### config.mk
export PLATFORM = sky130hd
export DESIGN_NAME = asdf_cell
export DESIGN_NICKNAME = d
export VERILOG_FILES = /design/src/rtl/asdf_pkg.sv /design/src/rtl/asdf_cell.sv
export SDC_FILE = /design/constraint.sdc
export NUM_CORES = 1
export LEC_CHECK = 0
export ABC_CLOCK_PERIOD_IN_PS = 900
export BUFFER_PORTS_ARGS = -buffer_cell sky130_fd_sc_hd__buf_4
export CORE_AREA = 2 2 482 484
export CTS_CLUSTER_DIAMETER = 120
export DETAILED_ROUTE_END_ITERATION = 7
export DIE_AREA = 0 0 484 486
export PLACE_DENSITY = 0.34
export SYNTH_ARGS = -nofsm -noshare
export SYNTH_HDL_FRONTEND = slang
export SYNTH_SLANG_ARGS = --single-unit
### constraint.sdc
create_clock -name clk -period 0.9 [get_ports clk]
set_input_delay 0.09 -clock clk [delete_from_list [all_inputs] [get_ports clk]]
set_output_delay 0.09 -clock clk [all_outputs]
set_load 0.03 [all_outputs]
### src/rtl/asdf_pkg.sv
`default_nettype none

package asdf_pkg;

    localparam int DIV_STEPS = 48;
    localparam int DIV_WIDTH = 64;
    localparam int CFG_INDEX_WIDTH = 1;

    localparam logic [CFG_INDEX_WIDTH-1:0] REG_FLOOR_ENABLE = 1'b0;
    localparam logic [CFG_INDEX_WIDTH-1:0] REG_MAX_SPEED = 1'b1;

    localparam logic [31:0] MAX_SPEED_RESET = 32'h0001_0000;

    typedef struct packed {
        logic [DIV_WIDTH-1:0] rem;
        logic [DIV_WIDTH-1:0] dvd;
        logic [DIV_WIDTH-1:0] dvs;
        logic [DIV_STEPS-1:0] quo;
    } lane_t;

    typedef struct packed {
        lane_t       qd;
        lane_t       td;
        logic [47:0] energy;
        logic [31:0] density;
        logic [46:0] half_v2;
        logic        applied;
        logic        zero;
        logic        sat;
    } item_t;

    // One restoring division step: shift in the next dividend bit and subtract if it fits.
    function automatic lane_t div_step(lane_t l);
        logic [DIV_WIDTH:0] trial;
        lane_t              r;
        r = l;
        trial = {l.rem, l.dvd[DIV_WIDTH-1]};
        if (trial >= {1'b0, l.dvs})
        begin
            r.rem = DIV_WIDTH'(trial - {1'b0, l.dvs});
            r.quo = {l.quo[DIV_STEPS-2:0], 1'b1};
        end
        else
        begin
            r.rem = trial[DIV_WIDTH-1:0];
            r.quo = {l.quo[DIV_STEPS-2:0], 1'b0};
        end
        r.dvd = {l.dvd[DIV_WIDTH-2:0], 1'b0};
        return r;
    endfunction

endpackage

`default_nettype wire

### src/rtl/asdf_cell.sv
`default_nettype none

module asdf_cell (
    input  wire logic            clk,
    input  wire logic            rst_n,
    input  wire logic            advance,
    input  wire logic            prev_valid,
    input  wire asdf_pkg::item_t prev_item,
    output logic                 valid,
    output asdf_pkg::item_t      item
);

    logic            valid_reg;
    asdf_pkg::item_t item_reg;
    asdf_pkg::item_t item_next;

    always_comb
    begin
        item_next = prev_item;
        item_next.qd = asdf_pkg::div_step(prev_item.qd);
        item_next.td = asdf_pkg::div_step(prev_item.td);
    end

    always_ff @(posedge clk or negedge rst_n)
    begin
        if (!rst_n)
        begin
            valid_reg <= 1'b0;
        end
        else if (advance)
        begin
            valid_reg <= prev_valid;
        end
    end

    always_ff @(posedge clk)
    begin
        if (advance)
        begin
            item_reg <= item_next;
        end
    end

    assign valid = valid_reg;
    assign item = item_reg;

endmodule

`default_nettype wire
==> metrics, run 1 <==
full die area=235200 um^2; grt total ovfl=0; largest fanout on the critical path=7; Logic pwr share=0.318; Max-slew headroom=0.5000; simple-gate share of the synthesized area=0.06198; Placer Congestion=0.8456; via count=27574; Num CTS Buffers=84; Lkg Pwr=25.64 nW; largest family of logic cells by synthesized area=compound AO/OA/AOI/OAI gates; setup violators final=1348; CTS sink cnt=609; FP Rows=176; Power Density=1717 nW/um^2; Mapped Area=28160 um^2; Initial Util=0.1227; P_int=70.65 mW; Tcrit/Tclk final=2.877; crit path kind=in -> reg; Switch Pwr=33.01 mW; WL final=182.0 mm; Synth Area in Compound Gates=0.1031; clock share of power=0.332; TritonCTS clock tree=yes; most frequent cells in the layout=buf_4 (1253), dlygate4sd3_1 (653), buf_6 (639); pre-CTS setup slack=-2860 ps; Cell Chain, Critical Path=buf_6, inv_2, ha_4, nor2b_4, o21bai_4, a211oi_4, a21oi_4, o21a_4, o211ai_4, a311o_2, a21oi_4, o41ai_4, buf_6, buf_12, buf_12, mux2_4; clock buffer depth=3; initial antenna violation count=104; CTS Root Cell=clkbuf_16; Die Y=486 um; CP max-delay cell=o41ai_4; RSZ-0062 raised after global routing=true; Buffers on Ports=1220; Synth Area in Adders=0.05829; CP max stage delay=350 ps; Area growth syn-to-layout=114.4%; reg-to-reg critical path startpoint=valid; HPWL after detailed placement=151.7 mm; layout cells sized above 1=0.5054; ys flop type=edfxtp_1; fin crit period=2589 ps; setup TNS=-737320 ps; sequential power share=0.350; pin count of the biggest net entering global routing=37; vias per inst=3.544; max-cap viol count=0; RR Endpoint=valid; worst hold-check path type=in -> reg; XOR/XNOR Fraction of Synth Area=0.03546; number of remaining DRC errors=0; CP Data Required Time=1330 ps; crit path launch type=input port; Clock Pin Slew Worst Setup and Hold Paths=60 ps; post-route ant nets=0; IO Pins=1225; async set-reset flop share out of synthesis=0.001642; NumNets Final=5406; mux contribution to synthesized area=0.05643; Final Slew Violations=0; sequential area share after synthesis=0.6492; H-tree depth=3; Mapped Cells=2037; placed cell count=6895; Synthesis Warnings=0; CP bufs+invs=5; GRT Total Usage=0.1488; flops & latches, synth=609; commonest non-fill, non-tap cell in the layout=buf_4; Critical Path End Type=flop; end of the worst hold path=item[427]; Worst Hold Margin=-443.2 ps; Final Util=0.2631; Final Hold Viols=12; Fin Clk Skew=0 ps; Skew-Pair Late Insertion Delay=710 ps; FF-to-FF path depth=1; CORE AREA=229500 um^2; Reg2Reg Setup Slack=130 ps; fill count=24300; fmax=386.2 MHz; Unique masters post-synth=76; run status=complete, but fails checks; Worst EP arrival=3020 ps; vias in the first global route=29694; average routed wire per standard cell=23.39 um; die width=484 um; Max IR drop VDD=1.549 mV; drt first pass iters=7; failing checks=negative hold slack, negative setup slack; hold path cells=1; HP Start=prev_item[427]; final std cells w/o fill=7780; delay-heaviest family, CP=compound AO/OA/AOI/OAI gates; drt initial violations=1342; Syn Area/Cell=13.82 um^2; slack of the critical path=-1689 ps; max FFs per register=608; number of flops mapped to enable cells by yosys=608; switching share of total power=0.3184; worst-margin pin slew=747.5 ps; first-pass GRT wire length=243.8 mm
-- routing by layer --
metal | global-route usage | part of all wire | vias to the layer above
li1 | - | - | 12944
met1 | 0.1633 | 0.38 | 13229
met2 | 0.2749 | 0.52 | 1080
met3 | 0.04575 | 0.074 | 293
met4 | 0.03934 | 0.026 | 28
met5 | 0 | 0.00095 | -
-- per-stage QoR --
stage	power (mW)	cell area, um^2
final	103.7	60370
after global placement	63.94	46780
after floorplan	48.65	28850
after CTS	105.7	60020
after global routing	108.4	60340
after detailed placement	63.85	46780
-- synthesized netlist by cell type (3+ instances only) --
library cell,instances,share of area
a211o_1,5,0.0016
a211oi_1,14,0.0037
a21boi_0,5,0.0013
a21o_1,54,0.014
a21oi_1,157,0.028
a221o_1,3,0.0011
a311oi_1,3,0.00093
a31oi_1,18,0.0040
a41oi_1,6,0.0019
and2_1,7,0.0016
and3_1,17,0.0038
and4_1,5,0.0016
buf_12,5,0.0036
buf_2,9,0.0016
clkbuf_1,43,0.0057
edfxtp_1,608,0.65
ha_1,128,0.057
inv_1,177,0.024
mux2_2,74,0.030
mux2_4,45,0.024
mux2i_1,8,0.0028
nand2_1,113,0.015
nand2b_1,11,0.0024
nand3_1,25,0.0044
nand4_1,38,0.0084
nor2_1,78,0.010
nor2b_1,12,0.0027
nor3_1,30,0.0053
nor4_1,6,0.0013
o211a_1,4,0.0014
o211ai_1,5,0.0013
o21a_1,18,0.0048
o21ai_0,86,0.015
o21bai_1,35,0.0093
o31a_1,4,0.0012
o31ai_1,9,0.0024
or2_2,4,0.00089
or3_1,6,0.0013
or3b_2,3,0.00093
xnor2_1,77,0.024
xor2_1,37,0.012
-- kinds of logic after synthesis --
family                     after synthesis
AOI/OAI and AO/OA                      457
xor gates and xnor gates               114
adders and majority gates              130
buffers and inverters                  237
DFF                                    609
muxes                                  127
other                                    1
and+or+nand+nor                        362
-- worst max path at each step --
| stage | start | to | depth (start not counted) |
|---|---|---|---|
| after floorplan | prev_item[441] | item[562] | 12 |
| after detailed placement | prev_item[427] | item[584] | 15 |
| after CTS | prev_item[427] | item[553] | 17 |
| after global placement | prev_item[427] | item[584] | 15 |
| after global routing | prev_item[427] | item[553] | 17 |
| final | prev_item[419] | item[553] | 16 |
-- power by group through the flow --
stage	logic [mW]	clock network, mW	registers, mW
2_1_floorplan	7.18	0	41.5
6_report	32.9	34.4	36.3
5_1_grt	34.9	37.0	36.6
4_1_cts	33.3	36.0	36.4
3_5_place_dp	27.5	0	36.4
3_3_place_gp	27.6	0	36.4
-- layout make-up --
type | count | area [um^2] | share of cell area
well taps | 3026 | 3786 | 0.06272
clock inverters | 54 | 593.1 | 0.009825
flip-flops and latches | 609 | 18280 | 0.3029
multi-input cells | 1192 | 10540 | 0.1746
repair buffers | 2598 | 24210 | 0.4010
inverters | 177 | 715.7 | 0.01186
diodes | 25 | 62.56 | 0.001036
clock buffers | 99 | 2180 | 0.03611
-- repair_timing --
action | CTS | global route
gates cloned | 12 | 1
gates resized for setup | 843 | 64
buffers inserted | 43 | 10
hold buffers | 641 | 13
setup endpoints to repair | 739 | 1348
hold endpoints to repair | 677 | 50
pin swaps | 73 | 21
(Power assumes the default switching activity.)
==> inputs of run 2 (changes only) <==
==> config.mk (replaced) <==
export PLATFORM = sky130hd
export DESIGN_NAME = asdf_cell
export DESIGN_NICKNAME = d
export VERILOG_FILES = /design/src/rtl/asdf_pkg.sv /design/src/rtl/asdf_cell.sv
export SDC_FILE = /design/constraint.sdc
export NUM_CORES = 1
export LEC_CHECK = 0
export ABC_CLOCK_PERIOD_IN_PS = 2300
export BUFFER_PORTS_ARGS = -buffer_cell sky130_fd_sc_hd__buf_4
export CORE_AREA = 2 2 474 476
export CTS_CLUSTER_DIAMETER = 120
export DETAILED_ROUTE_END_ITERATION = 7
export DIE_AREA = 0 0 476 478
export PLACE_DENSITY = 0.36
export SYNTH_ARGS = -nofsm -noshare
export SYNTH_HDL_FRONTEND = slang
export SYNTH_SLANG_ARGS = --single-unit
==> constraint.sdc (replaced) <==
create_clock -name clk -period 2.3 [get_ports clk]
set_input_delay 0.23 -clock clk [delete_from_list [all_inputs] [get_ports clk]]
set_output_delay 0.23 -clock clk [all_outputs]
set_load 0.03 [all_outputs]
==> metrics, run 2 (synthesis gave the netlist of run 1 again) <==
Final Slew Violations=0; setup violators final=127; Die Y=478 um; vias in the first global route=29439; max FFs per register=608; clock buffer depth=3; full die area=227500 um^2; run status=complete, but fails checks; via count=27834; Fin Clk Skew=0 ps; CP max stage delay=560 ps; area of the multi-input gates=11010 um^2; crit path kind=in -> reg; CP max-delay cell=or4_4; Buffers on Ports=1220; IO Pins=1225; grt total ovfl=0; failing checks=negative setup slack; Final Hold Viols=0; Worst EP arrival=3210 ps; slack of the critical path=-442.7 ps; CP Data Required Time=2760 ps; Max-slew headroom=0.5683; Power Density=693.0 nW/um^2; H-tree depth=3; NumNets Final=5400; Area growth syn-to-layout=107.5%; fin crit period=2743 ps; HPWL after detailed placement=151.9 mm; Tot Pwr=40.49 mW; Lkg Pwr=24.98 nW; CP bufs+invs=5; WL final=182.8 mm; CTS Root Cell=clkbuf_16; Critical Path End Type=flop; delay-heaviest family, CP=compound AO/OA/AOI/OAI gates; drt first pass iters=5; vias per inst=3.598; layout cells sized above 1=0.5267; sequential cell area=18280 um^2; commonest non-fill, non-tap cell in the layout=buf_4; worst hold-check path type=in -> reg; RSZ-0062 raised after global routing=true; most frequent cells in the layout=buf_4 (1874), dlygate4sd3_1 (613), edfxtp_1 (608); fmax=364.6 MHz; Max IR drop VDD=0.5270 mV; GRT Total Usage=0.1536; Tcrit/Tclk final=1.192; initial antenna violation count=113; FP Rows=174; Final Util=0.2619; TritonCTS clock tree=yes; Placer Congestion=0.8395; setup TNS=-32210 ps; post-route ant nets=0; Initial Util=0.1262; Cell Chain, Critical Path=buf_8, inv_8, ha_4, nand4_1, or4_4, o21a_4, o211ai_4, a311o_2, a21oi_4, o41ai_4, buf_6, buf_6, buf_16, mux2_4; Clock Pin Slew Worst Setup and Hold Paths=60 ps; CORE AREA=223200 um^2; die width=476 um; Skew-Pair Late Insertion Delay=710 ps; final std cells w/o fill=7735; fill count=23576; first-pass GRT wire length=240.7 mm; number of remaining DRC errors=0; CTS sink cnt=609; average routed wire per standard cell=23.64 um; pin count of the biggest net entering global routing=101; Num CTS Buffers=88; CP dominant cell by count=buf_6; Worst Hold Margin=162.2 ps; crit path launch type=input port; placed cell count=6836; largest fanout on the critical path=8; max-cap viol count=0; worst-margin pin slew=640.7 ps; drt initial violations=1420
run 2: area by class of cell:
| cell class | instances | area share |
|---|---|---|
| diodes | 19 | 0.0008137 |
| clock buffers | 103 | 0.03865 |
| clock inverters | 55 | 0.01081 |
| inverters | 177 | 0.01253 |
| multi-input cells | 1192 | 0.1884 |
| flip-flops and latches | 609 | 0.3129 |
| well taps | 2992 | 0.06407 |
| repair buffers | 2588 | 0.3719 |
run 2: per-stage QoR:
stage	setup WS, ps	cell area [um^2]
6_report	-442.7	58430
5_1_grt	-520.3	58420
4_1_cts	-376.4	57470
3_5_place_dp	-1597	46450
3_3_place_gp	-1677	46450
2_1_floorplan	-886.5	28850
run 2: timing repair:
item                                    CTS  global route
endpoints found under the setup margin  130           129
gates resized for setup                 257           154
endpoints found under the hold margin   618             2
buffers inserted                         87            32
gates cloned                              7             3
pin swaps                                91           100
hold buffers                            610             3
run 2: path summary, 6_finish.rpt:
check	from	to	cells after the start	slack [ps]
setup reg to reg	valid	valid	1	1550
hold reg to reg	valid	valid	1	520
min in group asynchronous	rst_n	valid	3	360
max in group asynchronous	rst_n	valid	3	1840
setup / recovery	prev_item[441]	item[603]	14	-440
hold / removal	prev_item[313]	item[314]	5	160
run 2: layer usage:
metal / vias up / global-route usage / part of all wire
met2: 1099 / 0.2841 / 0.52
met5: - / 0 / 0.0015
li1: 12933 / - / -
met3: 321 / 0.04504 / 0.076
met1: 13435 / 0.1688 / 0.38
met4: 46 / 0.04001 / 0.028
run 2: power by group:
part | total, mW | leakage, nW | internal [mW] | switching [mW]
Combinational | 12.4 | 17.6 | 5.94 | 6.49
Clock | 14.0 | 1.38 | 8.11 | 5.89
Sequential | 14.1 | 5.96 | 13.5 | 0.524
